$ cat src/rtl/itf_pkg.sv
`timescale 1ns / 1ps
// Shared types, character codes and segment codes for the integer to text formatter.
// No dependencies; used by itf_ctrl, itf_datapath and integer_to_text_formatter.
package itf_pkg;

   localparam int VALUE_W  = 32;
   localparam int BASE_W   = 6;
   localparam int LEN_IN_W = 7;
   localparam int FLAGS_W  = 7;
   localparam int CHAR_W   = 8;

   // format flag bit positions
   localparam int FL_ZERO  = 0;
   localparam int FL_SIGN  = 1;
   localparam int FL_PLUS  = 2;
   localparam int FL_SPACE = 3;
   localparam int FL_LEFT  = 4;
   localparam int FL_ALT   = 5;
   localparam int FL_LOWER = 6;

   // restoring divider: quotient bits per cycle
   localparam int DIV_BITS   = 8;
   localparam int DIV_CHUNKS = VALUE_W / DIV_BITS;
   localparam int CHUNK_W    = $clog2(DIV_CHUNKS);
   localparam int REM_W      = BASE_W;
   localparam int DEC_RADIX  = 10;

   localparam logic [BASE_W-1:0] BASE_MIN = 6'd2;
   localparam logic [BASE_W-1:0] BASE_MAX = 6'd36;
   localparam logic [BASE_W-1:0] BASE_OCT = 6'd8;
   localparam logic [BASE_W-1:0] BASE_HEX = 6'd16;

   // text segments, in output order
   localparam int SEG_W   = 3;
   localparam int NUM_SEG = 8;
   localparam logic [SEG_W-1:0] SEG_LEAD  = 3'd0;
   localparam logic [SEG_W-1:0] SEG_SIGN  = 3'd1;
   localparam logic [SEG_W-1:0] SEG_PFX0  = 3'd2;
   localparam logic [SEG_W-1:0] SEG_PFX1  = 3'd3;
   localparam logic [SEG_W-1:0] SEG_ZPAD  = 3'd4;
   localparam logic [SEG_W-1:0] SEG_PZERO = 3'd5;
   localparam logic [SEG_W-1:0] SEG_DIGIT = 3'd6;
   localparam logic [SEG_W-1:0] SEG_TRAIL = 3'd7;

   localparam logic [CHAR_W-1:0] CH_NUL     = 8'h00;
   localparam logic [CHAR_W-1:0] CH_SPACE   = 8'h20;
   localparam logic [CHAR_W-1:0] CH_PLUS    = 8'h2B;
   localparam logic [CHAR_W-1:0] CH_MINUS   = 8'h2D;
   localparam logic [CHAR_W-1:0] CH_ZERO    = 8'h30;
   localparam logic [CHAR_W-1:0] CH_A_UPPER = 8'h41;
   localparam logic [CHAR_W-1:0] CH_X_UPPER = 8'h58;
   localparam logic [CHAR_W-1:0] CH_A_LOWER = 8'h61;
   localparam logic [CHAR_W-1:0] CH_X_LOWER = 8'h78;

   typedef struct packed {
      logic             load;
      logic             div_step;
      logic             plan;
      logic             emit;
      logic             emit_bad;
      logic             last;
      logic [SEG_W-1:0] seg;
   } itf_cmd_type;

   typedef struct packed {
      logic               req_bad;
      logic               div_last;
      logic               out_free;
      logic               total_one;
      logic [NUM_SEG-1:0] seg_busy;
      logic [NUM_SEG-1:0] seg_end;
   } itf_status_type;

   function automatic logic [CHAR_W-1:0] digit_char(input logic [REM_W-1:0] d,
                                                    input logic lower);
      logic [CHAR_W-1:0] wide;
      logic [CHAR_W-1:0] alpha;
      wide  = CHAR_W'(d);
      alpha = lower ? CH_A_LOWER : CH_A_UPPER;
      if (d < REM_W'(DEC_RADIX)) begin
         return CH_ZERO + wide;
      end
      return alpha + wide - CHAR_W'(DEC_RADIX);
   endfunction

endpackage

$ cat src/rtl/itf_ctrl.sv
`timescale 1ns / 1ps
// Controller for the integer to text formatter: sequences load, divide, plan and emit.
// Depends on itf_pkg; drives itf_datapath through itf_cmd_type.
module itf_ctrl (
   input  logic                   clock,
   input  logic                   reset,
   input  logic                   req_valid,
   output logic                   req_stall,
   input  itf_pkg::itf_status_type status,
   output itf_pkg::itf_cmd_type    cmd
);
   import itf_pkg::*;

   localparam logic [3:0] ST_LEAD  = {1'b0, SEG_LEAD};
   localparam logic [3:0] ST_SIGN  = {1'b0, SEG_SIGN};
   localparam logic [3:0] ST_PFX0  = {1'b0, SEG_PFX0};
   localparam logic [3:0] ST_PFX1  = {1'b0, SEG_PFX1};
   localparam logic [3:0] ST_ZPAD  = {1'b0, SEG_ZPAD};
   localparam logic [3:0] ST_PZERO = {1'b0, SEG_PZERO};
   localparam logic [3:0] ST_DIGIT = {1'b0, SEG_DIGIT};
   localparam logic [3:0] ST_TRAIL = {1'b0, SEG_TRAIL};
   localparam logic [3:0] ST_IDLE  = 4'd8;
   localparam logic [3:0] ST_DIV   = 4'd9;
   localparam logic [3:0] ST_PLAN  = 4'd10;
   localparam logic [3:0] ST_START = 4'd11;
   localparam logic [3:0] ST_ERROR = 4'd12;

   logic [3:0]       state_ff;
   logic [3:0]       state_in;
   logic [SEG_W-1:0] first_seg;
   logic [SEG_W-1:0] after_seg;

   // first non-empty segment overall, and the first one after the current one
   always_comb begin
      first_seg = SEG_TRAIL;
      after_seg = SEG_TRAIL;
      for (int k = NUM_SEG - 1; k >= 0; k--) begin
         if (status.seg_busy[k]) begin
            first_seg = SEG_W'(k);
         end
         if (status.seg_busy[k] && (SEG_W'(k) > state_ff[SEG_W-1:0])) begin
            after_seg = SEG_W'(k);
         end
      end
   end

   always_comb begin
      state_in  = state_ff;
      cmd       = '0;
      req_stall = 1'b1;
      unique case (state_ff) inside
         ST_IDLE: begin
            req_stall = 1'b0;
            if (req_valid) begin
               cmd.load = 1'b1;
               state_in = status.req_bad ? ST_ERROR : ST_DIV;
            end
         end
         ST_DIV: begin
            cmd.div_step = 1'b1;
            if (status.div_last) begin
               state_in = ST_PLAN;
            end
         end
         ST_PLAN: begin
            cmd.plan = 1'b1;
            state_in = ST_START;
         end
         ST_START: begin
            state_in = {1'b0, first_seg};
         end
         ST_ERROR: begin
            if (status.out_free) begin
               cmd.emit_bad = 1'b1;
               cmd.last     = 1'b1;
               state_in     = ST_IDLE;
            end
         end
         ST_LEAD, ST_SIGN, ST_PFX0, ST_PFX1, ST_ZPAD, ST_PZERO, ST_DIGIT, ST_TRAIL: begin
            if (status.out_free) begin
               cmd.emit = 1'b1;
               cmd.seg  = state_ff[SEG_W-1:0];
               cmd.last = status.total_one;
               if (status.total_one) begin
                  state_in = ST_IDLE;
               end else if (status.seg_end[state_ff[SEG_W-1:0]]) begin
                  state_in = {1'b0, after_seg};
               end
            end
         end
         default: begin
            state_in = ST_IDLE;
         end
      endcase
   end

   always_ff @(posedge clock) begin
      if (reset) begin
         state_ff <= ST_IDLE;
      end else begin
         state_ff <= state_in;
      end
   end

endmodule

$ cat src/rtl/itf_datapath.sv
`timescale 1ns / 1ps
// Datapath for the integer to text formatter: item registers, shared divider,
// digit buffer, segment counters and the result register. Depends on itf_pkg.
module itf_datapath #(
   parameter int MAX_FIELD          = 60,
   parameter int DIGIT_BUFFER_DEPTH = 32
) (
   input  logic                               clock,
   input  logic                               reset,
   input  itf_pkg::itf_cmd_type               cmd,
   output itf_pkg::itf_status_type            status,
   input  logic        [itf_pkg::VALUE_W-1:0]  req_value,
   input  logic        [itf_pkg::BASE_W-1:0]   req_base,
   input  logic signed [itf_pkg::LEN_IN_W-1:0] req_width,
   input  logic signed [itf_pkg::LEN_IN_W-1:0] req_precision,
   input  logic        [itf_pkg::FLAGS_W-1:0]  req_format_flags,
   input  logic                               rsp_stall,
   output logic                               rsp_valid,
   output logic        [itf_pkg::CHAR_W-1:0]   rsp_text_char,
   output logic                               rsp_last_char,
   output logic                               rsp_bad_base
);
   import itf_pkg::*;

   localparam int ND_W  = $clog2(DIGIT_BUFFER_DEPTH + 1);
   localparam int IDX_W = $clog2(DIGIT_BUFFER_DEPTH);
   localparam int LEN_W = $clog2(MAX_FIELD + DIGIT_BUFFER_DEPTH + 4) + 1;

   function automatic logic signed [LEN_W-1:0] decode_len(input logic [LEN_IN_W-1:0] raw);
      logic [LEN_W-1:0] mag;
      mag = LEN_W'(raw[LEN_IN_W-2:0]);
      if (raw[LEN_IN_W-1]) begin
         return '1;
      end
      if (mag > LEN_W'(MAX_FIELD)) begin
         return LEN_W'(MAX_FIELD);
      end
      return mag;
   endfunction

   // per-item registers
   logic [BASE_W-1:0]       base_ff;
   logic                    lower_ff;
   logic                    zero_ff;
   logic                    left_ff;
   logic                    has_sign_ff;
   logic [CHAR_W-1:0]       sign_char_ff;
   logic [1:0]              alt_len_ff;
   logic signed [LEN_W-1:0] size_ff;
   logic signed [LEN_W-1:0] prec_ff;
   logic [REM_W-1:0]        digit_ff [DIGIT_BUFFER_DEPTH];

   // counters and working registers
   logic [VALUE_W-1:0] num_ff,   num_in;
   logic [REM_W-1:0]   rem_ff,   rem_in;
   logic [CHUNK_W-1:0] chunk_ff, chunk_in;
   logic [ND_W-1:0]    nd_ff,    nd_in;
   logic [LEN_W-1:0]   pad_ff,   pad_in;
   logic [LEN_W-1:0]   pz_ff,    pz_in;
   logic [LEN_W-1:0]   total_ff, total_in;

   // result register
   logic              rsp_valid_ff, rsp_valid_in;
   logic [CHAR_W-1:0] text_ff,      text_in;
   logic              last_ff,      last_in;
   logic              bad_ff,       bad_in;

   logic                    neg_in;
   logic                    has_sign_in;
   logic [CHAR_W-1:0]       sign_char_in;
   logic [1:0]              alt_len_in;
   logic [VALUE_W-1:0]      q_div;
   logic [REM_W-1:0]        r_div;
   logic [REM_W:0]          div_trial;
   logic                    digit_done;
   logic [ND_W-1:0]         nd_dec;
   logic signed [LEN_W-1:0] nd_len;
   logic signed [LEN_W-1:0] prec_eff;
   logic signed [LEN_W-1:0] body_len;
   logic signed [LEN_W-1:0] room;
   logic signed [LEN_W-1:0] pad_len;
   logic [CHAR_W-1:0]       emit_char;
   logic                    out_free;

   // sign and prefix of the incoming beat
   always_comb begin
      neg_in       = req_format_flags[FL_SIGN] & req_value[VALUE_W-1];
      has_sign_in  = 1'b1;
      sign_char_in = CH_MINUS;
      if (!neg_in) begin
         if (req_format_flags[FL_PLUS]) begin
            sign_char_in = CH_PLUS;
         end else if (req_format_flags[FL_SPACE]) begin
            sign_char_in = CH_SPACE;
         end else begin
            has_sign_in = 1'b0;
         end
      end
      alt_len_in = 2'd0;
      if (req_format_flags[FL_ALT]) begin
         if (req_base == BASE_HEX) begin
            alt_len_in = 2'd2;
         end else if (req_base == BASE_OCT) begin
            alt_len_in = 2'd1;
         end
      end
   end

   // restoring divider, DIV_BITS quotient bits per cycle
   always_comb begin
      q_div     = num_ff;
      r_div     = rem_ff;
      div_trial = '0;
      for (int i = 0; i < DIV_BITS; i++) begin
         div_trial = {r_div, q_div[VALUE_W-1]};
         q_div     = {q_div[VALUE_W-2:0], 1'b0};
         if (div_trial >= {1'b0, base_ff}) begin
            div_trial = div_trial - {1'b0, base_ff};
            q_div[0]  = 1'b1;
         end
         r_div = div_trial[REM_W-1:0];
      end
   end

   assign digit_done = (chunk_ff == CHUNK_W'(DIV_CHUNKS - 1));
   assign nd_dec     = nd_ff - ND_W'(1);

   // segment lengths
   always_comb begin
      nd_len   = LEN_W'(nd_ff);
      prec_eff = (prec_ff > nd_len) ? prec_ff : nd_len;
      body_len = prec_eff + $signed(LEN_W'(alt_len_ff)) + $signed(LEN_W'(has_sign_ff));
      room     = size_ff - body_len;
      pad_len  = (room > 0) ? room : '0;
   end

   always_comb begin
      case (cmd.seg) inside
         SEG_LEAD, SEG_TRAIL:            emit_char = CH_SPACE;
         SEG_SIGN:                       emit_char = sign_char_ff;
         SEG_PFX0, SEG_ZPAD, SEG_PZERO:  emit_char = CH_ZERO;
         SEG_PFX1:                       emit_char = lower_ff ? CH_X_LOWER : CH_X_UPPER;
         SEG_DIGIT:  emit_char = digit_char(digit_ff[nd_dec[IDX_W-1:0]], lower_ff);
         default:                        emit_char = CH_SPACE;
      endcase
   end

   assign out_free = !rsp_valid_ff || !rsp_stall;

   always_comb begin
      num_in       = num_ff;
      rem_in       = rem_ff;
      chunk_in     = chunk_ff;
      nd_in        = nd_ff;
      pad_in       = pad_ff;
      pz_in        = pz_ff;
      total_in     = total_ff;
      rsp_valid_in = rsp_valid_ff & rsp_stall;
      text_in      = text_ff;
      last_in      = last_ff;
      bad_in       = bad_ff;
      if (cmd.load) begin
         num_in   = neg_in ? ({VALUE_W{1'b0}} - req_value) : req_value;
         rem_in   = '0;
         chunk_in = '0;
         nd_in    = '0;
      end
      if (cmd.div_step) begin
         num_in   = q_div;
         chunk_in = chunk_ff + CHUNK_W'(1);
         rem_in   = digit_done ? '0 : r_div;
         if (digit_done) begin
            nd_in = nd_ff + ND_W'(1);
         end
      end
      if (cmd.plan) begin
         pad_in   = pad_len;
         pz_in    = prec_eff - nd_len;
         total_in = body_len + pad_len;
      end
      if (cmd.emit) begin
         total_in     = total_ff - LEN_W'(1);
         rsp_valid_in = 1'b1;
         text_in      = emit_char;
         last_in      = cmd.last;
         bad_in       = 1'b0;
         case (cmd.seg) inside
            SEG_LEAD, SEG_ZPAD, SEG_TRAIL: pad_in = pad_ff - LEN_W'(1);
            SEG_PZERO:                     pz_in  = pz_ff - LEN_W'(1);
            SEG_DIGIT:                     nd_in  = nd_dec;
            default:                       ;
         endcase
      end
      if (cmd.emit_bad) begin
         rsp_valid_in = 1'b1;
         text_in      = CH_NUL;
         last_in      = 1'b1;
         bad_in       = 1'b1;
      end
   end

   always_ff @(posedge clock) begin
      if (reset) begin
         rsp_valid_ff <= 1'b0;
         chunk_ff     <= '0;
      end else begin
         rsp_valid_ff <= rsp_valid_in;
         chunk_ff     <= chunk_in;
      end
   end

   always_ff @(posedge clock) begin
      num_ff   <= num_in;
      rem_ff   <= rem_in;
      nd_ff    <= nd_in;
      pad_ff   <= pad_in;
      pz_ff    <= pz_in;
      total_ff <= total_in;
      text_ff  <= text_in;
      last_ff  <= last_in;
      bad_ff   <= bad_in;
      if (cmd.load) begin
         base_ff      <= req_base;
         lower_ff     <= req_format_flags[FL_LOWER];
         zero_ff      <= req_format_flags[FL_ZERO] & ~req_format_flags[FL_LEFT];
         left_ff      <= req_format_flags[FL_LEFT];
         has_sign_ff  <= has_sign_in;
         sign_char_ff <= sign_char_in;
         alt_len_ff   <= alt_len_in;
         size_ff      <= decode_len(req_width);
         prec_ff      <= decode_len(req_precision);
      end
      if (cmd.div_step && digit_done) begin
         digit_ff[nd_ff[IDX_W-1:0]] <= r_div;
      end
   end

   always_comb begin
      status.req_bad   = (req_base < BASE_MIN) || (req_base > BASE_MAX);
      status.div_last  = digit_done && ((q_div == '0) ||
                         (nd_ff == ND_W'(DIGIT_BUFFER_DEPTH - 1)));
      status.out_free  = out_free;
      status.total_one = (total_ff == LEN_W'(1));

      status.seg_busy            = '0;
      status.seg_busy[SEG_LEAD]  = (pad_ff != '0) && !zero_ff && !left_ff;
      status.seg_busy[SEG_SIGN]  = has_sign_ff;
      status.seg_busy[SEG_PFX0]  = (alt_len_ff != 2'd0);
      status.seg_busy[SEG_PFX1]  = (alt_len_ff == 2'd2);
      status.seg_busy[SEG_ZPAD]  = (pad_ff != '0) && zero_ff;
      status.seg_busy[SEG_PZERO] = (pz_ff != '0);
      status.seg_busy[SEG_DIGIT] = (nd_ff != '0);
      status.seg_busy[SEG_TRAIL] = (pad_ff != '0) && left_ff;

      status.seg_end            = '0;
      status.seg_end[SEG_LEAD]  = (pad_ff == LEN_W'(1));
      status.seg_end[SEG_SIGN]  = 1'b1;
      status.seg_end[SEG_PFX0]  = 1'b1;
      status.seg_end[SEG_PFX1]  = 1'b1;
      status.seg_end[SEG_ZPAD]  = (pad_ff == LEN_W'(1));
      status.seg_end[SEG_PZERO] = (pz_ff == LEN_W'(1));
      status.seg_end[SEG_DIGIT] = (nd_ff == ND_W'(1));
      status.seg_end[SEG_TRAIL] = (pad_ff == LEN_W'(1));
   end

   assign rsp_valid     = rsp_valid_ff;
   assign rsp_text_char = text_ff;
   assign rsp_last_char = last_ff;
   assign rsp_bad_base  = bad_ff;

endmodule

$ cat src/rtl/integer_to_text_formatter.sv
`timescale 1ns / 1ps
// Top level of the printf-style integer to text formatter.
// Depends on itf_pkg, itf_ctrl and itf_datapath.
//
//   channel   direction   handshake              payload
//   req_      in          req_valid / req_stall  value, base, width, precision, format_flags
//   rsp_      out         rsp_valid / rsp_stall  text_char, last_char, bad_base
//
// One item at a time. The shared divider yields 8 quotient bits a cycle and produces
// the d digits in turn; the plan and start states follow, then one character a cycle
// while not stalled, n characters in all (d <= 32, n <= 63); bad base takes one beat.
// req_stall stays high from acceptance until the last beat is in the result register.
// rsp_stall holds the result register and pauses character output.
// Reset is synchronous and clears the controller and the result valid; no clearing pass.
module integer_to_text_formatter #(
   parameter int MAX_FIELD          = 60,
   parameter int DIGIT_BUFFER_DEPTH = 32
) (
   input  logic                               clock,
   input  logic                               reset,
   input  logic                               req_valid,
   output logic                               req_stall,
   input  logic        [itf_pkg::VALUE_W-1:0]  req_value,
   input  logic        [itf_pkg::BASE_W-1:0]   req_base,
   input  logic signed [itf_pkg::LEN_IN_W-1:0] req_width,
   input  logic signed [itf_pkg::LEN_IN_W-1:0] req_precision,
   input  logic        [itf_pkg::FLAGS_W-1:0]  req_format_flags,
   output logic                               rsp_valid,
   input  logic                               rsp_stall,
   output logic        [itf_pkg::CHAR_W-1:0]   rsp_text_char,
   output logic                               rsp_last_char,
   output logic                               rsp_bad_base
);
   import itf_pkg::*;

   itf_cmd_type    cmd;
   itf_status_type status;

   itf_ctrl u_ctrl (
      .clock     (clock),
      .reset     (reset),
      .req_valid (req_valid),
      .req_stall (req_stall),
      .status    (status),
      .cmd       (cmd)
   );

   itf_datapath #(
      .MAX_FIELD          (MAX_FIELD),
      .DIGIT_BUFFER_DEPTH (DIGIT_BUFFER_DEPTH)
   ) u_datapath (
      .clock            (clock),
      .reset            (reset),
      .cmd              (cmd),
      .status           (status),
      .req_value        (req_value),
      .req_base         (req_base),
      .req_width        (req_width),
      .req_precision    (req_precision),
      .req_format_flags (req_format_flags),
      .rsp_stall        (rsp_stall),
      .rsp_valid        (rsp_valid),
      .rsp_text_char    (rsp_text_char),
      .rsp_last_char    (rsp_last_char),
      .rsp_bad_base     (rsp_bad_base)
   );

`ifndef SYNTHESIS
   a_no_overwrite: assert property (@(posedge clock) disable iff (reset)
      (cmd.emit || cmd.emit_bad) |-> (!rsp_valid || !rsp_stall))
      else $error("result register written while holding a stalled beat");

   a_busy_after_accept: assert property (@(posedge clock) disable iff (reset)
      (req_valid && !req_stall) |=> req_stall)
      else $error("input not stalled after accepting a beat");

   a_idle_after_last: assert property (@(posedge clock) disable iff (reset)
      ((cmd.emit || cmd.emit_bad) && cmd.last) |=> !req_stall)
      else $error("not ready for a new beat after the last character");

   a_idle_quiet: assert property (@(posedge clock) disable iff (reset)
      !req_stall |-> !(cmd.emit || cmd.emit_bad || cmd.div_step || cmd.plan))
      else $error("datapath commanded while idle");
`endif

endmodule

$ cat config.mk
export PLATFORM = sky130hd
export DESIGN_NAME = integer_to_text_formatter
export DESIGN_NICKNAME = d
export VERILOG_FILES = /design/src/rtl/itf_pkg.sv /design/src/rtl/itf_ctrl.sv /design/src/rtl/itf_datapath.sv /design/src/rtl/integer_to_text_formatter.sv
export SDC_FILE = /design/constraint.sdc
export NUM_CORES = 1
export LEC_CHECK = 0
export BUFFER_PORTS_ARGS = -buffer_cell sky130_fd_sc_hd__buf_4
export CAP_MARGIN = 10
export CORE_ASPECT_RATIO = 1.4
export CORE_MARGIN = 2
export CORE_UTILIZATION = 55
export CTS_CLUSTER_DIAMETER = 30
export CTS_CLUSTER_SIZE = 25
export DETAILED_ROUTE_END_ITERATION = 10
export GPL_TIMING_DRIVEN = 1
export PLACE_DENSITY = 0.73
export SKIP_CTS_REPAIR_TIMING = 1
export SKIP_LAST_GASP = 1
export SYNTH_ARGS = -nofsm -noshare
export SYNTH_HDL_FRONTEND = slang
export SYNTH_SLANG_ARGS = --single-unit
$ cat constraint.sdc
create_clock -name clock -period 21 [get_ports clock]
set_input_delay 4.2 -clock clock [delete_from_list [all_inputs] [get_ports clock]]
set_output_delay 4.2 -clock clock [all_outputs]
set_load 0.05 [all_outputs]
-- After elaboration in Yosys (flattened, before gate mapping)
Memories as Yosys holds them, arrays and structs flattened.
Cells that the tools add are included.
- register bits: 119
- latch bits: 0
- memory bits (writable): 192
- memory bits (read-only): 0
- input bits: 63
- output and inout bits: 12
- word-level logic and storage cells: 263
- memories kept: 1
- add/subtract/negate cells: 23
- multipliers: 0
- div/mod/pow operators: 0
- order comparisons: 23
- equality and inequality tests: 33
- shift operators: 0
- muxes and demuxes: 120
- bitwise operators: 5
- reduce and logical (&&, ||, !) cells: 35
- memory list (name ; words ; width ; rd ports ; clocked after memory_dff ; write ports ; line ; RTL):
    u_datapath.digit_ff ; 32 ; 6 ; 1 ; 0 ; 1 ; itf_datapath.sv:51 ; logic [REM_W-1:0] digit_ff [DIGIT_BUFFER_DEPTH];
- operators with widths (operator ; count):
    $mux W8 ; 26
    $mux W6 ; 20
    $mux W32 ; 3
    $ge A7 B6 Y1 ; 8
    $sub A6 B6 Y6 ; 8
    $mux W1 ; 41
    $mux W3 ; 13
    $logic_not A32 Y1 ; 1
    $mux W4 ; 8
    $sub A1 B32 Y32 const A ; 1
    $eq A8 B1 Y1 const B ; 3
    $pmux W4 S6 ; 1
    $sub A8 B1 Y8 const B ; 3
    $eq A4 B4 Y1 const B ; 5
    $gt A6 B6 Y1 const B ; 3
    $eq A4 B3 Y1 const B ; 4
    $reduce_bool A8 Y1 ; 2
    $eq A3 B3 Y1 const B ; 4
    $eq A6 B5 Y1 const B ; 2
    $logic_and A1 B1 Y1 ; 12
    $mux W2 ; 6
    $gt A3 B3 Y1 const A ; 3
    $add A8 B2 Y8 ; 1
    $add A8 B3 Y8 ; 1
    40 further kinds ; 60

-- Logic depth before layout (Yosys ltp)
Gate-level depths: netlist of the first run.
- word-level depth: 21
- depth in mapped cells: 81

-- Cells and area by module
A second synthesis of the first run with hierarchy kept.
- cell total of the unflattened synthesis: 1537
- area total of the unflattened synthesis: 17953.5 um^2
- modules (own cells, without submodules) (module ; times used ; cells each ; area each (um^2)):
    itf_datapath ; 1 ; 1444 ; 17270.3
    itf_ctrl ; 1 ; 93 ; 683.2

-- Least setup slack after synthesis of the first run
OpenSTA, ideal clock, no wires.
- kind: register -> register
- start point: register u_datapath.base_ff[1]
- end point: register u_datapath.rem_ff[0] (data pin)
- setup time: 160 ps
- arrival time: 16976 ps
- required time: 20840 ps
- slack: 3863 ps
- cell stages (with the launch flop): 79
- buffers on the path: 4
- period minus slack after synthesis: 17137 ps
- cell sequence: edfxtp_1 inv_1 ha_1 nand2_1 o21ai_1 a2111oi_4 mux2_2 inv_1 ha_1 nor2b_1 o31ai_1 a21oi_1 a221o_1 buf_4 or2_2 nand2_1 a21boi_0 ha_1 (+43 left out) nand2b_1 a21o_1 a21o_1 a221oi_1 o211a_1 o21a_1 buf_6 mux2i_1 ha_1 a21o_1 a21o_1 a21o_1 a21o_1 a211o_1 nor2_1 mux2i_4 mux2i_1 nor3b_1
- longest elaborated chain between the ends: 18
- elaborated cells between the ends (all ways): 25
- those cells by class: add/sub (7); order compare (8); mux (10)
- RTL lines (item ; line ; RTL):
    start: declaration ; itf_datapath.sv:42 ; logic [BASE_W-1:0] base_ff;
    start signal: assignment ; itf_datapath.sv:223 ; base_ff <= req_base;
    $sub A6 B6 Y6 or $ge A7 B6 Y1 (tied branches) ; itf_datapath.sv:118, itf_datapath.sv:117 ;
    $mux W6 ; itf_datapath.sv:117 ; if (div_trial >= {1'b0, base_ff}) begin
    $sub A6 B6 Y6 or $ge A7 B6 Y1 (tied branches) ; itf_datapath.sv:118, itf_datapath.sv:117 ;
    $mux W6 ; itf_datapath.sv:117 ;
    $sub A6 B6 Y6 or $ge A7 B6 Y1 (tied branches) ; itf_datapath.sv:118, itf_datapath.sv:117 ;
    $mux W6 ; itf_datapath.sv:117 ;
    $sub A6 B6 Y6 or $ge A7 B6 Y1 (tied branches) ; itf_datapath.sv:118, itf_datapath.sv:117 ;
    $mux W6 ; itf_datapath.sv:117 ;
    (+3 left out) ; n/a ;
    $mux W6 ; itf_datapath.sv:117 ;
    $sub A6 B6 Y6 or $ge A7 B6 Y1 (tied branches) ; itf_datapath.sv:118, itf_datapath.sv:117 ;
    $mux W6 ; itf_datapath.sv:117 ;
    $ge A7 B6 Y1 (*) ; itf_datapath.sv:117 ;
    $mux W6 (*) ; itf_datapath.sv:117 ;
    via u_datapath.div_trial[0] ; itf_datapath.sv:74 ; logic [REM_W:0] div_trial;
    $mux W6 (*) ; itf_datapath.sv:171 ; rem_in = digit_done ? '0 : r_div;
    $mux W6 (*) ; itf_datapath.sv:168 ; if (cmd.div_step) begin
    end signal: assignment ; itf_datapath.sv:214 ; rem_ff <= rem_in;
    end: declaration ; itf_datapath.sv:55 ; logic [REM_W-1:0] rem_ff, rem_in;
Mark *: on every way through the listed nets, which the timed path passes. The rest lies on a longest branch.
A chain may end at the register's enable or synchronous reset.

-- Final worst setup path of the first run
- start point: register u_datapath.base_ff[1]
- end point: register u_datapath.rem_ff[3] (data pin)
- longest elaborated chain between the ends: 18
- elaborated cells between the ends (all ways): 26
- those cells by class: add/sub (8); order compare (8); mux (10)
- RTL lines (item ; line):
    $sub A6 B6 Y6 or $ge A7 B6 Y1 (tied branches) ; itf_datapath.sv:118, itf_datapath.sv:117
    $mux W6 ; itf_datapath.sv:117
    $sub A6 B6 Y6 or $ge A7 B6 Y1 (tied branches) ; itf_datapath.sv:118, itf_datapath.sv:117
    $mux W6 ; itf_datapath.sv:117
    $sub A6 B6 Y6 or $ge A7 B6 Y1 (tied branches) ; itf_datapath.sv:118, itf_datapath.sv:117
    $mux W6 ; itf_datapath.sv:117
    $sub A6 B6 Y6 or $ge A7 B6 Y1 (tied branches) ; itf_datapath.sv:118, itf_datapath.sv:117
    $mux W6 ; itf_datapath.sv:117
    (+3 left out) ; n/a
    $mux W6 ; itf_datapath.sv:117
    $sub A6 B6 Y6 or $ge A7 B6 Y1 (tied branches) ; itf_datapath.sv:118, itf_datapath.sv:117
    $mux W6 ; itf_datapath.sv:117
    $sub A6 B6 Y6 or $ge A7 B6 Y1 (tied branches) ; itf_datapath.sv:118, itf_datapath.sv:117
    $mux W6 (*) ; itf_datapath.sv:117
    via u_datapath.div_trial[3] ; itf_datapath.sv:74
    $mux W6 (*) ; itf_datapath.sv:171
    $mux W6 (*) ; itf_datapath.sv:168
Marked as above.

==> results.md, run 1 <==
* Status: completed
* Critical Path Start: u_datapath.base_ff[1]$_DFFE_PP_
* Initial antenna violation count at 0
* Drt wl/cell at 21.1 µm
* Via count at 12500
* Die height at 215 µm
* Synthesized Nets at 1668
* Post-synthesis cell count at 1495
* Clock root buffer: clkbuf_16
* Worst Setup Start Kind: register
* IO Count at 75
* Worst rel slew slack at 0.261
* TritonCTS clock tree: built
* RSZ-0062 raised after global routing: false
* Setup TNS Final at 0 ns
* Critical path class: reg -> reg
* Syn Area/Cell at 11.8 µm²
* DRC at 0
* Peak Freq at 0.0513 GHz
* Vias per Instance at 6.15
* Die ar. at 0.0334 mm²
* Worst-path clk slew at 0.05 ns
* EDFF count, synth at 267
* Core area at 0.0315 mm²
* Count leader, synth: edfxtp_1
* Largest delay contributor family on the critical path: compound AO/OA/AOI/OAI gates
* CP endpoint kind: register
* Cells after DPL at 1928
* Largest net degree at the start of global routing at 55
* Arrival @ worst endpoint at 19.78 ns
* Synth-to-layout area growth at 15.4%
* Drt first pass iters at 6
* Share of cells above drive strength 1 at 0.181
* Final Cycle Share at 0.929
* Crit Path Max Fanout at 33
* Die width at 155 µm
* DP HPWL at 30.3 mm
* H-tree depth at 2
* Distinct cells, synth at 79
* CP bufs+invs at 3
* Grt ovf at 0
* Top cells by area, synth: edfxtp_1, mux4_2, ha_1, dfxtp_1, nor2_1
* Post-route antenna net violation count at 0
* Initial Util at 0.558
* Async S/R FF share, synth at 0
* CTS sink cnt at 306
* R2R Path Start: u_datapath.base_ff[1]$_DFFE_PP_
* Max_cap viols at 0
* Max Clock Skew at 0.0282 ns
* Final net count at 1760
* Row count at 77
* Vias in the first global route at 12700
* FF+latch count, synth at 306
* # fillers at 2347
* 1st-iter DRT viols at 1040
* Final number of max-transition violations at 0
* R2R Setup Slk at 1.50 ns
* R2r worst-path depth at 74
* CTS max path bufs at 3
* Sequential Area at 0.00880 mm²
* Skew-Pair Late Insertion Delay at 0.58 ns
* Biggest area consumer among synthesized cells: edfxtp_1
* N_diodes at 0
* Final Setup Violations at 0
* Fin worst setup slack at 1.50 ns
* Critical Path End: u_datapath.rem_ff[3]$_SDFFCE_PP0P_
* Crit path largest cell delay at 0.72 ns
* Final min period at 19.50 ns
* First-pass GRT wire length at 67.3 mm
* Post-synth top area share at 0.456
* PortBufs at 74
* Fin cells at 2026
* Hold Crit Class: reg -> reg
* Multi-input logic area at 0.00830 mm²
* Crit path required time at 21.28 ns
* Post-synth top cells: edfxtp_1, nor2_1, nand2_1, ha_1, o21ai_0
* CP max stage cell: a2111oi_4
* Final core occ at 0.644
* Warnings from Yosys at 0
* Seq/Total Area, Yosys at 0.501
* Routability Congestion at 0.886
* WL final at 42.7 mm
* Pre-CTS setup slack at 1.59 ns
* Fin. Hold Viols at 0
* R2R Path End: u_datapath.rem_ff[3]$_SDFFCE_PP0P_
* Top FF cell, synth: edfxtp_1
* CP Depth at 74
* Global Route Usage Sum at 0.258
* Post-Syn Area at 0.0176 mm²
* Worst-Margin Slew at 1.10 ns
* Num CTS Buffers at 52
[cell usage in the layout (no fill, tap or decap), types with 17 or more instances in the layout]
master	count
mux2i_1	18
xnor2_1	45
nor2b_1	21
mux4_2	60
ha_1	95
a21o_1	31
clkbuf_16	52
nand2_1	118
nor2_1	138
o21ai_0	89
inv_1	81
xor2_1	40
nand3_1	39
buf_4	82
a21oi_1	77
nor3_1	26
dfxtp_1	38
nor4_1	17
edfxtp_1	267
[registers in the layout (all words and copies together) (netlist names), 2 cells and up]
register	flops
u_ctrl.state_ff	4
u_datapath.alt_len_ff	2
u_datapath.base_ff	6
u_datapath.chunk_ff	2
u_datapath.digit_ff	192
u_datapath.nd_ff	6
u_datapath.num_ff	32
u_datapath.pad_ff	8
u_datapath.prec_ff	7
u_datapath.pz_ff	8
u_datapath.rem_ff	6
u_datapath.rsp_text_char	8
u_datapath.sign_char_ff	3
u_datapath.size_ff	7
u_datapath.total_ff	8
[stage by stage]
| step | hold slack (ns) | area [µm²] |
|---|---|---|
| detailed placement | 0.443 | 18500 |
| floorplan | 0.445 | 17600 |
| global route | 0.476 | 20300 |
| CTS | 0.449 | 20300 |
| global placement | 0.432 | 18500 |
| finish | 0.448 | 20300 |
[logic make-up (layout without fill, tap and decap cells)]
kind of cell             count (synthesis)  count (layout)  share of synthesized area
AO/OA/AOI/OAI                          306             306                      0.114
XOR/XNOR                                87              87                     0.0434
adder cells (fa/ha/maj)                110             110                     0.0843
buffers and inverters                  126             262                     0.0282
flip-flops                             306             306                      0.501
multiplexers                           101             101                      0.104
AND/OR/NAND/NOR                        459             459                      0.126
[routing by layer]
| metal | vias up | GRT usage | part of all wire |
|---|---|---|---|
| met2 | 423 | 0.460 | 0.52 |
| met5 | - | 0 | 0 |
| met4 | 0 | 0.111 | 0.040 |
| li1 | 5843 | - | - |
| met3 | 120 | 0.0432 | 0.054 |
| met1 | 6075 | 0.306 | 0.38 |
[layout make-up]
cell class	instances	share of cell area
clock inverters	44	0.0221
clock buffers	54	0.0645
repair buffers	82	0.0304
well taps	395	0.0244
flip-flops and latches	306	0.434
inverters	82	0.0152
multi-input cells	1063	0.409
[worst min-delay path, delay by kind of cell, from the launching register on]
family | cells | cell delay, ns
flip-flops | 1 | 0.31
AND/OR/NAND/NOR | 2 | 0.09
[worst min path at each step]
stage / cells after the start / slack, ns / from / end
3_3_place_gp: 2 / 0.43 / u_datapath.rsp_bad_base$_SDFFE_PP1P_ / u_datapath.rsp_bad_base$_SDFFE_PP1P_
3_5_place_dp: 2 / 0.44 / u_datapath.rsp_bad_base$_SDFFE_PP1P_ / u_datapath.rsp_bad_base$_SDFFE_PP1P_
2_1_floorplan: 2 / 0.45 / u_datapath.chunk_ff[1]$_SDFFE_PP0P_ / u_datapath.chunk_ff[1]$_SDFFE_PP0P_
6_report: 2 / 0.45 / u_datapath.rsp_bad_base$_SDFFE_PP1P_ / u_datapath.rsp_bad_base$_SDFFE_PP1P_
5_1_grt: 2 / 0.48 / u_datapath.rsp_bad_base$_SDFFE_PP1P_ / u_datapath.rsp_bad_base$_SDFFE_PP1P_
4_1_cts: 2 / 0.45 / u_datapath.rsp_bad_base$_SDFFE_PP1P_ / u_datapath.rsp_bad_base$_SDFFE_PP1P_
Power of run 1 is not shown: default switching activity piles up to over one toggle a cycle in this logic, so the estimate is an artifact.
==> inputs of run 2 (changes only) <==
--- a/config.mk
+++ b/config.mk
@@ -15,6 +15,7 @@
 export DETAILED_ROUTE_END_ITERATION = 10
 export GPL_TIMING_DRIVEN = 1
 export PLACE_DENSITY = 0.73
+export RECOVER_POWER = 100
 export SKIP_CTS_REPAIR_TIMING = 1
 export SKIP_LAST_GASP = 1
 export SYNTH_ARGS = -nofsm -noshare
==> results.md, run 2 (same netlist as run 1, synthesis figures left out) <==
* Max Clock Skew at 0.0237 ns
* Skew-Pair Late Insertion Delay at 0.58 ns
* Most frequent cells in the layout: edfxtp_1, nor2_1, nand2_1
* Grt ovf at 0
* Status: complete, but fails checks
* Final core occ at 0.639
* Num CTS Buffers at 52
* Worst-Margin Slew at 3.02 ns
* CP endpoint kind: register
* Worst rel slew slack at -1.01
* Design Area, Final at 0.0201 mm²
* Routability Congestion at 0.886
* Crit path largest cell delay at 0.72 ns
* PortBufs at 74
* Final net count at 1760
* Most common cell after layout, fill and taps aside: edfxtp_1
* WL final at 42.8 mm
* Final min period at 19.44 ns
* Clock root buffer: clkbuf_16
* First-pass GRT wire length at 67.3 mm
* Final number of max-transition violations at 90
* CTS max path bufs at 3
* Top Metal Used: met4
* Initial antenna violation count at 0
* Routed wl met3 at 2.20 mm
* Setup TNS Final at 0 ns
* Placed Area at 0.0185 mm²
* Max reg flops at 192
* Critical path class: reg -> reg
* Drt wl/cell at 21.1 µm
* Worst-path clk slew at 0.05 ns
* Synth-to-layout area growth at 14.7%
* Peak Freq at 0.0514 GHz
* M1 WL at 16.6 mm
* Drt first pass iters at 6
* Final Cycle Share at 0.926
* Violated checks: capacitance limit, slew limit
* H-tree depth at 2
* 1st-iter DRT viols at 1114
* RSZ-0062 raised after global routing: false
* Via count at 12500
* Largest net degree at the start of global routing at 55
* CTS sink cnt at 306
* Crit path required time at 21.28 ns
* Vias per Instance at 6.18
* Fin. Hold Viols at 0
* Max_cap viols at 2
* Global Route Usage Sum at 0.258
* N_diodes at 0
* Die ar. at 0.0334 mm²
* Die height at 215 µm
* DRC at 0
* Post-route antenna net violation count at 0
* Core area at 0.0315 mm²
* Vias in the first global route at 12700
* IO Count at 75
* Final Setup Violations at 0
* Share of cells above drive strength 1 at 0.160
* Met2 wire len at 22.3 mm
* Worst Setup Start Kind: register
* CP max stage cell: a2111oi_4
* Die width at 155 µm
* Pre-CTS setup slack at 1.59 ns
* Arrival @ worst endpoint at 19.72 ns
* Hold Crit Class: reg -> reg
* Initial Util at 0.558
* Crit Path Max Fanout at 33
* Row count at 77
* DP HPWL at 30.3 mm
* Fin worst setup slack at 1.56 ns
* TritonCTS clock tree: built
==> run 2: cell type report <==
class                           instances  area (µm²)
Tap cell                              395         494
Multi-Input combinational cell       1063        8290
Inverter                               82         308
Sequential cell                       306        8800
Clock inverter                         44         448
Fill cell                            2381       11400
Timing Repair Buffer                   82         503
Clock buffer                           54        1310
==> run 2: worst paths after layout <==
check                                       start                                   end  slack (ns)  cells past startpoint
min          u_datapath.rsp_bad_base$_SDFFE_PP1P_  u_datapath.rsp_bad_base$_SDFFE_PP1P_        0.45                      2
max               u_datapath.base_ff[1]$_DFFE_PP_    u_datapath.rem_ff[3]$_SDFFCE_PP0P_        1.56                     74
min reg2reg  u_datapath.rsp_bad_base$_SDFFE_PP1P_  u_datapath.rsp_bad_base$_SDFFE_PP1P_        0.45                      2
max reg2reg       u_datapath.base_ff[1]$_DFFE_PP_    u_datapath.rem_ff[3]$_SDFFCE_PP0P_        1.56                     74
==> run 2: critical path: cells and delay by family, from the launching register on <==
| kind | cells | cell delay, ns |
|---|---|---|
| flip-flops | 1 | 0.70 |
| buffers and inverters | 3 | 0.61 |
| adder cells (fa/ha/maj) | 8 | 2.39 |
| AO/OA/AOI/OAI | 43 | 10.82 |
| multiplexers | 5 | 1.96 |
| AND/OR/NAND/NOR | 15 | 2.64 |
==> run 2: stage by stage <==
| stage | std cells | hold WS, ns |
|---|---|---|
| after floorplan | 1495 | 0.445 |
| after global placement | 1928 | 0.432 |
| after detailed placement | 1928 | 0.443 |
| after CTS | 2026 | 0.449 |
| after global routing | 2026 | 0.475 |
| final | 2026 | 0.448 |
==> run 2: routing by layer <==
layer,vias up,global-route usage
li1,5842,-
met1,6142,0.306
met2,420,0.460
met3,119,0.0432
met4,0,0.111
met5,-,0
Power of run 2 is left out for the same reason.
